--- src/rtl/pdc_pkg.sv ---
`default_nettype none

package pdc_pkg;

   // frame layout and crc constants
   localparam int COUNT_WIDTH = 16;
   localparam int HDR_LEN = 9;
   localparam int MIN_LEN = 11;
   localparam logic [15:0] CRC_INIT = 16'hFFFF;
   localparam logic [15:0] CRC_POLY = 16'h1021;

   // frame status codes
   typedef enum logic [1:0] {
      STATUS_OK     = 2'd0,
      STATUS_SHORT  = 2'd1,
      STATUS_CRC    = 2'd2,
      STATUS_LENGTH = 2'd3
   } status_type;

   // one result word
   typedef struct packed {
      logic [7:0]  echo_byte;
      logic        is_payload;
      logic        done_res;
      status_type  status;
      logic [7:0]  version;
      logic [15:0] message_id;
      logic [7:0]  stream_id;
      logic [15:0] fragment_index;
      logic [15:0] fragment_total;
      logic [7:0]  payload_length;
   } result_type;

   // crc-16 ccitt byte update, msb first
   function automatic logic [15:0] crc_byte(input logic [15:0] crc, input logic [7:0] data);
      logic [15:0] c;
      c = crc ^ {data, 8'h00};
      for (int k = 0; k < 8; k++) begin
         if (c[15]) begin
            c = {c[14:0], 1'b0} ^ CRC_POLY;
         end else begin
            c = {c[14:0], 1'b0};
         end
      end
      return c;
   endfunction

endpackage

`default_nettype wire

--- src/rtl/pdc_frame_state.sv ---
`default_nettype none

module pdc_frame_state (
   input  wire logic                clock,
   input  wire logic                reset,
   input  wire logic                step,
   input  wire logic [7:0]          in_byte,
   input  wire logic                frame_end,
   output pdc_pkg::result_type      result
);

   localparam int CW = pdc_pkg::COUNT_WIDTH;

   logic [CW-1:0] count_ff, count_in;
   logic [15:0]   crc_ff, crc_in;
   logic [7:0]    held0_ff, held0_in;
   logic [7:0]    held1_ff, held1_in;
   logic [7:0]    hdr_ff [pdc_pkg::HDR_LEN];
   logic [7:0]    hdr_in [pdc_pkg::HDR_LEN];

   logic [CW-1:0] total;
   logic [CW-1:0] expect_len;
   logic [CW-1:0] pay_off;
   logic [15:0]   crc_upd;
   logic          count_full;

   // crc runs two bytes behind the input
   always_comb begin
      count_full = &count_ff;
      crc_upd = (|count_ff[CW-1:1]) ? pdc_pkg::crc_byte(crc_ff, held0_ff) : crc_ff;
   end

   // header capture including the current word
   always_comb begin
      for (int k = 0; k < pdc_pkg::HDR_LEN; k++) begin
         hdr_in[k] = (count_ff == CW'(k)) ? in_byte : hdr_ff[k];
      end
   end

   // result word
   always_comb begin
      total = count_full ? count_ff : count_ff + CW'(1);
      expect_len = CW'(pdc_pkg::MIN_LEN) + {{(CW-8){1'b0}}, hdr_in[8]};
      pay_off = count_ff - CW'(pdc_pkg::HDR_LEN);
      result = '0;
      result.echo_byte = in_byte;
      result.is_payload = (count_ff >= CW'(pdc_pkg::HDR_LEN)) &&
                          (pay_off < {{(CW-8){1'b0}}, hdr_ff[8]});
      result.done_res = frame_end;
      if (frame_end) begin
         priority if (total < CW'(pdc_pkg::MIN_LEN)) begin
            result.status = pdc_pkg::STATUS_SHORT;
         end else if (crc_upd != {in_byte, held1_ff}) begin
            result.status = pdc_pkg::STATUS_CRC;
         end else if (total != expect_len) begin
            result.status = pdc_pkg::STATUS_LENGTH;
         end else begin
            result.status = pdc_pkg::STATUS_OK;
         end
         result.version = hdr_in[0];
         result.message_id = {hdr_in[2], hdr_in[1]};
         result.stream_id = hdr_in[3];
         result.fragment_index = {hdr_in[5], hdr_in[4]};
         result.fragment_total = {hdr_in[7], hdr_in[6]};
         result.payload_length = hdr_in[8];
      end
   end

   // next frame state
   always_comb begin
      count_in = count_full ? count_ff : count_ff + CW'(1);
      crc_in = crc_upd;
      held0_in = held1_ff;
      held1_in = in_byte;
   end

   // frame state registers, cleared after the last word
   always_ff @(posedge clock) begin
      if (reset || (step && frame_end)) begin
         count_ff <= '0;
         crc_ff <= pdc_pkg::CRC_INIT;
         held0_ff <= '0;
         held1_ff <= '0;
         for (int k = 0; k < pdc_pkg::HDR_LEN; k++) begin
            hdr_ff[k] <= '0;
         end
      end else if (step) begin
         count_ff <= count_in;
         crc_ff <= crc_in;
         held0_ff <= held0_in;
         held1_ff <= held1_in;
         for (int k = 0; k < pdc_pkg::HDR_LEN; k++) begin
            hdr_ff[k] <= hdr_in[k];
         end
      end
   end

endmodule

`default_nettype wire

--- src/rtl/packet_deframer_crc16_check.sv ---
// a word accepted on req is held in the input register, passes into the result register
// when rsp is not stalled, and is presented on rsp from there
// throughput: one word per cycle when rsp is not stalled, set by the single-pass crc
// and check logic between the input register and the result register
// reset (synchronous, active high) empties both registers and returns the frame
// state to its start: count zero, crc 0xffff, held bytes and header zero
`default_nettype none

module packet_deframer_crc16_check (
   input  wire logic        clock,
   input  wire logic        reset,
   input  wire logic        req_valid,
   output logic             req_stall,
   input  wire logic [7:0]  req_in_byte,
   input  wire logic        req_frame_end,
   output logic             rsp_valid,
   input  wire logic        rsp_stall,
   output logic [7:0]       rsp_echo_byte,
   output logic             rsp_is_payload,
   output logic             rsp_done_res,
   output logic [1:0]       rsp_status,
   output logic [7:0]       rsp_version,
   output logic [15:0]      rsp_message_id,
   output logic [7:0]       rsp_stream_id,
   output logic [15:0]      rsp_fragment_index,
   output logic [15:0]      rsp_fragment_total,
   output logic [7:0]       rsp_payload_length
);

   logic                in_valid_ff, in_valid_in;
   logic [7:0]          in_byte_ff;
   logic                in_end_ff;
   logic                out_valid_ff, out_valid_in;
   pdc_pkg::result_type out_ff;
   pdc_pkg::result_type result;
   logic                out_open;
   logic                step;
   logic                req_take;

   // handshake
   always_comb begin
      out_open = !out_valid_ff || !rsp_stall;
      step = in_valid_ff && out_open;
      req_stall = in_valid_ff && !out_open;
      req_take = req_valid && !req_stall;
      in_valid_in = req_take ? 1'b1 : (step ? 1'b0 : in_valid_ff);
      out_valid_in = out_open ? in_valid_ff : out_valid_ff;
   end

   // frame checker
   pdc_frame_state u_state (
      .clock     (clock),
      .reset     (reset),
      .step      (step),
      .in_byte   (in_byte_ff),
      .frame_end (in_end_ff),
      .result    (result)
   );

   // valid flags
   always_ff @(posedge clock) begin
      if (reset) begin
         in_valid_ff <= 1'b0;
         out_valid_ff <= 1'b0;
      end else begin
         in_valid_ff <= in_valid_in;
         out_valid_ff <= out_valid_in;
      end
   end

   // input word register
   always_ff @(posedge clock) begin
      if (req_take) begin
         in_byte_ff <= req_in_byte;
         in_end_ff <= req_frame_end;
      end
   end

   // result register
   always_ff @(posedge clock) begin
      if (step) begin
         out_ff <= result;
      end
   end

   // result ports
   always_comb begin
      rsp_valid = out_valid_ff;
      rsp_echo_byte = out_ff.echo_byte;
      rsp_is_payload = out_ff.is_payload;
      rsp_done_res = out_ff.done_res;
      rsp_status = out_ff.status;
      rsp_version = out_ff.version;
      rsp_message_id = out_ff.message_id;
      rsp_stream_id = out_ff.stream_id;
      rsp_fragment_index = out_ff.fragment_index;
      rsp_fragment_total = out_ff.fragment_total;
      rsp_payload_length = out_ff.payload_length;
   end

endmodule

`default_nettype wire
--- config.mk ---
export PLATFORM = sky130hd
export DESIGN_NAME = packet_deframer_crc16_check
export DESIGN_NICKNAME = d
export VERILOG_FILES = /design/src/rtl/pdc_pkg.sv /design/src/rtl/pdc_frame_state.sv /design/src/rtl/packet_deframer_crc16_check.sv
export SDC_FILE = /design/constraint.sdc
export NUM_CORES = 1
export LEC_CHECK = 0
export BUFFER_PORTS_ARGS = -buffer_cell sky130_fd_sc_hd__buf_4
export CAP_MARGIN = 20
export CORE_MARGIN = 2
export CORE_UTILIZATION = 44
export DETAILED_ROUTE_END_ITERATION = 10
export GPL_TIMING_DRIVEN = 0
export PLACE_DENSITY = 0.68
export RECOVER_POWER = 50
export SLEW_MARGIN = 20
export SYNTH_ARGS = -nofsm -noshare
export SYNTH_HDL_FRONTEND = slang
export SYNTH_SLANG_ARGS = --single-unit
--- constraint.sdc ---
create_clock -name clock -period 4.45 [get_ports clock]
set_input_delay 0.445 -clock clock [delete_from_list [all_inputs] [get_ports clock]]
set_output_delay 0.445 -clock clock [all_outputs]
set_load 0.02 [all_outputs]
* Word level (Yosys, flattened, before mapping)
Memory sizes are Yosys's and may differ from the RTL's.
Cells that the tools add are included.
** Word-level totals
- Register bits after elaboration :: 143
- RAM bits :: 72
- Bits of input ports :: 13
- Output and inout port bits :: 86
- Logic and storage cells :: 109
- Memories kept :: 1
** Cells by class
- Add/sub/neg operators :: 3
- Order comparisons :: 3
- Eq/ne operators :: 10
- Multiplexer cells :: 38
- Bitwise gates (word level) :: 19
- Reduce and logical (&&, ||, !) cells :: 16
** Memories
- u_state.hdr_ff :: depth 9, bits a word 8, rd ports 9, clocked after memory_dff 0, write ports 9, line pdc_frame_state.sv:18 : logic [7:0] hdr_ff [pdc_pkg::HDR_LEN];
** Operators by type and width (count)
- 8-bit two-way mux :: 18
- 13-bit two-way mux :: 8
- 16-bit by 3-bit == test with 1-bit output (second input constant) :: 4
- 16-bit by 2-bit == test with 1-bit output (second input constant) :: 2
- 16-bit two-way mux :: 2
- 16-bit inequality test :: 2
- 3-bit inverter :: 8
- 16-bit by 1-bit adder with 16-bit output (second input constant) :: 1
- 16-bit by 1-bit == test with 1-bit output (second input constant) :: 1
- 16-bit by 4-bit == test with 1-bit output (second input constant) :: 1
- 16-bit by 4-bit greater-or-equal comparator with 1-bit output (second input constant) :: 1
- 16-bit zero test :: 1
- 16-bit by 4-bit less-than comparator with 1-bit output (second input constant) :: 1
- 16-bit by 8-bit less-than comparator with 1-bit output :: 1
- 16-bit AND reduction :: 1
- 16-bit by 4-bit subtractor with 16-bit output (second input constant) :: 1
- 16-bit XOR :: 1
- 15-bit OR reduction :: 1
- 4-bit by 8-bit adder with 9-bit output (first input constant) :: 1
- 1-bit OR :: 9
- 1-bit two-way mux :: 8
- 1-bit logical AND :: 5
- 1-bit zero test :: 4
- 2-bit two-way mux :: 2
- 4 further kinds :: 5

* Depth between registers and ports, before layout
Gate-level depths: netlist (run 1).
- Word-level depth :: 21
- Mapped depth :: 15
- Gate-level depth less buffers :: 13

* Modules after synthesis
A second synthesis (run 1) with hierarchy kept.
** Unflattened totals
- Cells, all modules :: 863
- Area total of the unflattened synthesis :: 10410.0 µm²
** Modules (own cells, without submodules)
- pdc_frame_state :: instances 1, cells an instance 760, area an instance 7531.0 µm², sequential area each 3123.0 µm²
- packet_deframer_crc16_check :: instances 1, cells an instance 103, area an instance 2879.0 µm², sequential area each 2832.7 µm²

* Least setup slack after synthesis (run 1)
Ideal clock, no wire load.
- Kind :: register to register
- From :: reg out_valid_ff, in the netlist rsp_valid
- To :: mem u_state.hdr_ff[0][0], enable pin
- Library setup time :: 833 ps
- Data arrival time :: 3840 ps
- Data required time :: 3617 ps
- Path slack :: -223 ps
- Stages on the path, launching flop included :: 6
- Path buffers :: 0
- Clock period less this slack :: 4673 ps
- Path through :: dfxtp_1 nand2_1 nand2_1 inv_1 nor2_1 clkinv_1
** RTL lines
- from (decl) :: line packet_deframer_crc16_check.sv:33 : logic out_valid_ff, out_valid_in;
- from (signal assigned) :: line packet_deframer_crc16_check.sv:67 : out_valid_ff <= out_valid_in;
- to (decl) :: line pdc_frame_state.sv:18

* Worst setup path after layout (run 1)
- From :: reg u_state.count_ff[1]
- To :: reg out_ff, in the netlist rsp_status[0], data pin
** On the way
- Cells in the longest elaborated chain, start to end :: 7
- Elaborated cells on any way between the ends :: 14
- Classes of those cells :: 2 x add/sub; 1 x order compare; 3 x eq/ne; 6 x mux; 2 x reduce/logical
** RTL lines
- from (decl) :: line pdc_frame_state.sv:14 : logic [CW-1:0] count_ff, count_in;
- from (signal assigned) :: line pdc_frame_state.sv:88 : count_ff <= count_in;
- 16-bit by 4-bit == test with 1-bit output :: line pdc_frame_state.sv:36 : hdr_in[k] = (count_ff == CW'(k)) ? in_byte : hdr_ff[k];
- 8-bit two-way mux :: line pdc_frame_state.sv:36
- 4-bit by 8-bit adder with 9-bit output :: line pdc_frame_state.sv:43 : expect_len = CW'(pdc_pkg::MIN_LEN) + {{(CW-8){1'b0}}, hdr_in[8]};
- 16-bit inequality test :: line pdc_frame_state.sv:55 : end else if (total != expect_len) begin
- 2-bit two-way mux :: line pdc_frame_state.sv:55
- 2-bit two-way mux :: line pdc_frame_state.sv:53 : end else if (crc_upd != {in_byte, held1_ff}) begin
- 1-bit two-way mux (*) :: line pdc_frame_state.sv:51 : priority if (total < CW'(pdc_pkg::MIN_LEN)) begin
- to (signal assigned) :: line packet_deframer_crc16_check.sv:82 : out_ff <= result;
- to (decl) :: line packet_deframer_crc16_check.sv:34 : pdc_pkg::result_type out_ff;
Mark *: on every way between the ends. The rest lies on a longest branch, timed or not.
A chain may end at the register's enable or synchronous reset.

==> impl_metrics.yaml, run 1 <==
clocking:
  cts_max_path_buffers: 3
  cts.sinks: 215
  htreeDepth: 1
  cts_root_buf: "clkbuf_16"
  clock_latency_ns: 0.50
  clk_pin_slew_ns: 0.07
  cts_setup_buffers: 0
  cts_made_buffers: 23
  cts_tree: "built"
yosys:
  synthesis.nets: 906
  synth_top_area_cell: "edfxtp_1"
  synth_edf_count: 165
  synthCells: 880
  synth_ff_type: "edfxtp_1"
  yosysUniqueCellTypes: 58
  syn_avg_cell_area_sq_um: 11.69
  yosysTopAreaCellShare_pct: 48.18
  yosys-top-cells-area: "edfxtp_1 48%, dfxtp_1 9.7%, mux2i_1 7.3%, nor2b_1 4.5%, nor2_1 4.4%"
  synth_area_sq_um: 10280
  synth_common_cells: "165 x edfxtp_1, 120 x nor2_1, 75 x mux2i_1, 74 x nor2b_1, 50 x dfxtp_1"
  synth.most_common_cell: "edfxtp_1"
  synthArstFlopShare_pct: 0
  yosysSeqAreaShare_pct: 57.91
  ys_ff_latch: 215
  yosys_warnings: 0
placed_design:
  port_buffers: 98
  place_congestion: 0.9392
  place_hpwl_um: 16360
routing:
  dr_total_vias: 6986
  viasPerCell: 5.245
  finalWirelength_um: 24560
  remaining_drc_errors: 0
  drt-initial-drc-count: 645
  wl_per_cell_um: 18.44
  first_pass_iters: 4
  ant_nets: 0
floorplan:
  core_region_area_sq_um: 22780
  initial_utilization_pct: 45.15
  rows: 55
  die-area_sq_um: 24610
  chipHeight_um: 156.9
  io_pins: 99
  die-width_um: 156.9
worst_setup_path:
  timing.critical_path.buf_inv: 3
  crit_fanout: 10
  path_common_cell: "xnor2_1"
  worstPathArrival_ns: 4.35
  slowest_delay_ns: 0.54
  worstReg2RegEnd: "rsp_status[0]$_SDFFCE_PN0P_"
  cp_top_family: "simple AND/OR/NAND/NOR gates"
  r2r_cells: 15
  crit_type: "reg -> reg"
  r2r_start: "u_state.count_ff[1]$_SDFFE_PP0P_"
  crit_path_start_kind: "register"
  r2r_slack_ns: 0.35
  critPathCaptureType: "register"
  critPathRequiredTime_ns: 4.70
  worstPathCellList: "clkbuf_1, inv_1, ha_1, nand3_1, nor2_4, buf_2, mux2i_1, ha_1, xnor2_1, xnor2_1, xnor2_1, or4_4, a2111oi_4, a21oi_1, o21a_1"
  slowest_stage: "or4_4"
finish:
  drive_above_1_share_pct: 6.477
  final_nets: 1030
  multi_input_area_sq_um: 4021
  regArea_sq_um: 5956
  area_delta_synth_final_pct: 15.51
  nFillCells: 2097
  diodes: 0
grt:
  grt_max_degree: 81
  grt_pass1_vias: 6762
  track_usage_pct: 19.86
  grt_pass1_wl_um: 37610
  antenna_found_initial: 0
  grt_remaining_overflow: 0
min_path:
  worstHoldStart: "req_frame_end"
  hold_path.class: "in -> reg"
  hold_end: "in_end_ff$_DFFE_PP_"
  min_path_cells: 1
timing:
  drv_slew: 51
  skew_ns: 0.009459
  setup_viol: 0
  rsz0062_at_grt: "false"
  fin_setup_tns_ns: 0
  timing.fmax_mhz: 244.1
  period_share_pct: 92.07
  max_slew.worst_pin.slew_ns: 2.677
  final_hold_viol_count: 0
  relSlewSlack_pct: -78.45
  period_needed_ns: 4.097
power:
  total_leakage_power_nw: 4.311
  cellPowerDensity_nw_per_um2: 391.2
  total_power_w: 0.004647
  peakVddDrop_mv: 0.3239
flow_run:
  cap_violations: 1
outcome:
  violations: "capacitance limit, slew limit"
  status: "finished, violations left"
cells by family after synthesis:
group	after synthesis	share of synthesized area, %
xor gates and xnor gates	70	7.129
and+or+nand+nor	309	15.26
buffers and inverters	79	2.980
DFF	215	57.91
muxes	76	7.409
AOI/OAI and AO/OA	118	7.737
adders and majority gates	13	1.582
flip-flops by register name, indices dropped and copies added (netlist names), 16 cells and up:
register,flops
u_state.hdr_ff,72
u_state.crc_ff,16
u_state.count_ff,16
rsp_fragment_index,16
rsp_message_id,16
rsp_fragment_total,16
metal layers:
metal	vias to the layer above	global-route usage (%)	routed length (um)
li1	3384	-	-
met1	3370	27.93	11220
met2	200	32.16	11290
met3	32	3.766	1576
met4	0	4.194	467
met5	-	0	0
area by class of cell:
type                            count  share of cell area, %
Multi-Input combinational cell    586                  33.85
Sequential cell                   215                  50.13
Timing Repair Buffer               99                  3.476
Inverter                           22                 0.7583
Clock buffer                       25                  4.908
Tap cell                          313                  3.296
Clock inverter                     15                  1.717
Buffer                             57                  1.864
worst max-delay path by stage:
stage                                          start                                to  depth (start not counted)
global placement                           rsp_stall  u_state.count_ff[1]$_SDFFE_PP0P_                          9
detailed placement  u_state.count_ff[1]$_SDFFE_PP0P_       rsp_status[0]$_SDFFCE_PN0P_                         15
CTS                 u_state.count_ff[1]$_SDFFE_PP0P_       rsp_status[0]$_SDFFCE_PN0P_                         15
floorplan                                  rsp_stall  u_state.count_ff[0]$_SDFFE_PP0P_                          8
finish              u_state.count_ff[1]$_SDFFE_PP0P_       rsp_status[0]$_SDFFCE_PN0P_                         15
global route        u_state.count_ff[1]$_SDFFE_PP0P_       rsp_status[0]$_SDFFCE_PN0P_                         15
per-stage QoR:
stage,hold slack [ns],utilization [%],cells,cell area [sq um],worst slack [ns]
CTS,0.1030,53.71,1332,12230,0.2662
detailed placement,0.4361,50.26,1292,11450,0.2897
finish,0.1429,52.16,1332,11880,0.3529
global route,0.1243,52.16,1332,11880,0.08507
global placement,0.4320,50.11,1291,11410,-1.431
floorplan,0.4244,-,880,10290,0.4438
power breakdown:
part           internal [W]  leakage [nW]  switching [W]
Combinational      0.000101          1.87       0.000237
Clock               0.00123         0.377       0.000783
Sequential          0.00225          2.07      0.0000370
Total               0.00359          4.31        0.00106
layout by cell type, fill, tap and decap left out, types with 4 or more instances in the layout:
cell / synthesis / final
edfxtp_1: 165 / 165
clkbuf_1: 49 / 141
nor2_1: 120 / 120
mux2i_1: 75 / 75
nor2b_1: 74 / 74
dfxtp_1: 50 / 50
xnor2_1: 35 / 35
a21oi_1: 33 / 33
nand2_1: 32 / 32
o21ai_0: 26 / 26
xor2_1: 25 / 25
clkbuf_16: 0 / 23
inv_1: 20 / 19
nand3_1: 16 / 16
a22o_1: 14 / 14
ha_1: 13 / 13
nand4_1: 12 / 12
nor3_1: 10 / 10
or3_1: 9 / 9
and2_1: 8 / 8
clkbuf_4: 0 / 8
o211ai_1: 7 / 7
and3_1: 6 / 6
buf_2: 8 / 6
xnor3_1: 6 / 6
o22ai_1: 5 / 5
o32a_1: 5 / 5
nand2b_1: 5 / 5
bufinv_16: 0 / 5
o21a_1: 4 / 4
a311oi_1: 3 / 4
o31ai_1: 4 / 4
clkinv_2: 0 / 4
repair_timing:
action                                  4_1_cts  5_1_grt
resized for setup                             0        1
hold buffers                                  0        0
endpoints found under the setup margin        0        1
(Power assumes the default switching activity.)
==> run 2: changes to the inputs <==
- ABC_AREA: default -> 1
- CORE_UTILIZATION: 44 -> 56
- CTS_BUF_LIST: default -> sky130_fd_sc_hd__clkbuf_8
- PLACE_DENSITY: 0.68 -> 0.82
==> impl_metrics.yaml, run 2 <==
floorplan:
  core_region_area_sq_um: 18580
  chipHeight_um: 141.2
  rows: 50
  die-width_um: 141.2
  die-area_sq_um: 19940
  io_pins: 99
  initial_utilization_pct: 56.73
clocking:
  cts_setup_buffers: 0
  clock_latency_ns: 0.54
  clk_pin_slew_ns: 0.07
  cts.sinks: 215
  htreeDepth: 2
  cts_tree: "built"
  ctsResizeCount: 0
  cts_made_buffers: 35
  postCtsHoldBufs: 0
  cts_root_buf: "clkbuf_8"
  cts_max_path_buffers: 3
outcome:
  violations: "capacitance limit, slew limit"
  status: "finished, violations left"
worst_setup_path:
  worstPathCellList: "inv_1, ha_1, nand3_1, nor2_1, nand2_4, clkbuf_1, o21ai_0, nand3_1, nand3_1, nand2_1, nor2_1, nand4_1, nand2_1, a21oi_1"
  worstReg2RegEnd: "rsp_status[0]$_SDFFCE_PN0P_"
  cp_top_family: "simple AND/OR/NAND/NOR gates"
  crit_path_start_kind: "register"
  startpoint: "u_state.count_ff[0]$_SDFFE_PP0P_"
  crit_type: "reg -> reg"
  critPathRequiredTime_ns: 4.69
  worstPathArrival_ns: 3.74
  slowest_delay_ns: 0.83
  r2r_start: "u_state.count_ff[0]$_SDFFE_PP0P_"
  r2r_cells: 14
  slowest_stage: "o21ai_0"
  path_common_cell: "nand3_1"
  timing.critical_path.buf_inv: 2
  critPathCaptureType: "register"
  crit_fanout: 10
  r2r_slack_ns: 0.95
yosys:
  syn_avg_cell_area_sq_um: 9.119
  synth_ff_type: "edfxtp_1"
  synthArstFlopShare_pct: 0
  yosysUniqueCellTypes: 41
  synthesis.nets: 1182
  synth_top_area_cell: "edfxtp_1"
  ys_ff_latch: 215
  synth.most_common_cell: "nand2_1"
  synth_area_sq_um: 10540
  yosys_warnings: 0
  synthCells: 1156
  yosys-top-cells-area: "edfxtp_1 47%, nand2_1 9.9%, dfxtp_1 9.5%, nor2_1 7.2%, o21ai_0 3.8%"
  synth_common_cells: "279 x nand2_1, 201 x nor2_1, 165 x edfxtp_1, 90 x inv_1, 81 x o21ai_0"
  yosysTopAreaCellShare_pct: 47.00
  synth_edf_count: 165
  yosysSeqAreaShare_pct: 56.50
routing:
  ant_nets: 0
  viasPerCell: 5.606
  finalWirelength_um: 27020
  remaining_drc_errors: 0
  drt-initial-drc-count: 675
  wl_per_cell_um: 17.38
  dr_total_vias: 8718
  first_pass_iters: 5
grt:
  track_usage_pct: 27.14
  grt_pass1_wl_um: 42060
  grt_max_degree: 42
  grt_pass1_vias: 8319
  grt_remaining_overflow: 0
  antenna_found_initial: 0
placed_design:
  place_congestion: 0.9497
  placed_area_sq_um: 11660
  port_buffers: 98
  place_ws_ns: 1.218
  place_inst: 1492
  place_hpwl_um: 18830
power:
  power_frac_seq_pct: 52.0
  pwr-share-comb_pct: 9.8
  switching_power_w: 0.001181
  clock_power_share_pct: 38.2
  peakVddDrop_mv: 0.2170
  total_power_w: 0.004452
  switching_share_pct: 26.53
  total_leakage_power_nw: 4.670
  intPower_w: 0.003271
  cellPowerDensity_nw_per_um2: 373.7
min_path:
  min_path_cells: 1
  worstHoldStart: "req_in_byte[4]"
  hold_end: "in_byte_ff[4]$_DFFE_PP_"
  hold_path.class: "in -> reg"
finish:
  largest_register: "u_state.hdr_ff"
  diodes: 0
  final_cell_area_sq_um: 11910
  final_common_cell: "nand2_1"
  drive_above_1_share_pct: 9.084
  final_cell_mix: "281 x nand2_1, 202 x nor2_1, 165 x edfxtp_1"
  regArea_sq_um: 5956
  final_util_pct: 64.11
  final_nets: 1321
  area_delta_synth_final_pct: 13.01
  multi_input_area_sq_um: 3925
  largest_register_ffs: 72
  final_cells: 1555
  nFillCells: 1570
timing:
  setup_viol: 0
  timing.fmax_mhz: 285.6
  skew_ns: 0.01955
  max_slew.worst_pin.slew_ns: 1.658
  drv_slew: 31
  period_needed_ns: 3.501
  period_share_pct: 78.68
  worst_slack_ns: 0.9489
  rsz0062_at_grt: "false"
  relSlewSlack_pct: -10.53
  final_hold_viol_count: 0
flow_run:
  cap_violations: 1
## run 2: final cells by class
cell class	instances	area share [%]
sequential	215	49.99
multi-input combinational	793	32.95
clock buffer	36	4.159
timing repair buffer	102	3.865
inverter	101	3.182
tap	234	2.458
buffer	47	1.870
clock inverter	27	1.523
## run 2: cells by family after synthesis
group / after synthesis / synth area share (%)
buffers and inverters: 148 / 5.769
adders and majority gates: 13 / 1.543
DFF: 215 / 56.50
xor gates and xnor gates: 43 / 3.644
and+or+nand+nor: 595 / 25.13
AOI/OAI and AO/OA: 142 / 7.418
## run 2: per-stage QoR
stage                     hold slack, ns  setup TNS [ns]
after floorplan                   0.4264               0
after global placement            0.4821          -56.73
after detailed placement          0.5025               0
after CTS                        0.06166               0
after global routing             0.08714               0
final                            0.09974               0
## run 2: worst max-delay path by stage
stage | to | slack [ns] | cells past startpoint
after floorplan | u_state.hdr_ff[0][0]$_SDFFCE_PN0P_ | 0.70 | 6
after global placement | u_state.hdr_ff[0][39]$_SDFFCE_PN0P_ | -0.59 | 7
after detailed placement | u_state.hdr_ff[0][32]$_SDFFCE_PN0P_ | 1.22 | 12
after CTS | u_state.hdr_ff[0][61]$_SDFFCE_PN0P_ | 1.46 | 11
after global routing | rsp_status[0]$_SDFFCE_PN0P_ | 0.73 | 16
final | rsp_status[0]$_SDFFCE_PN0P_ | 0.95 | 14
## run 2: worst reg2reg max path: cells and delay by family, from the launching register on
family	cells	cell delay (ns)
buffers and inverters	2	0.48
and+or+nand+nor	9	1.23
AOI/OAI and AO/OA	2	0.89
DFF	1	0.38
adders and majority gates	1	0.24
## run 2: routing by layer
layer  GRT usage (%)  up-vias  share of wire (%)
met4           12.53        0                3.6
met1           34.37     4100                 40
met5               0        -                  0
met3           5.435       77                7.8
met2           45.17      423                 49
li1                -     4118                  -
## run 2: power groups by stage
| stage | Combinational, W | Sequential [W] | Clock, W |
|---|---|---|---|
| floorplan | 0.000246 | 0.00239 | 0 |
| global placement | 0.000445 | 0.00236 | 0 |
| detailed placement | 0.000466 | 0.00235 | 0 |
| CTS | 0.000471 | 0.00231 | 0.00172 |
| global route | 0.000478 | 0.00232 | 0.00180 |
| finish | 0.000436 | 0.00231 | 0.00170 |
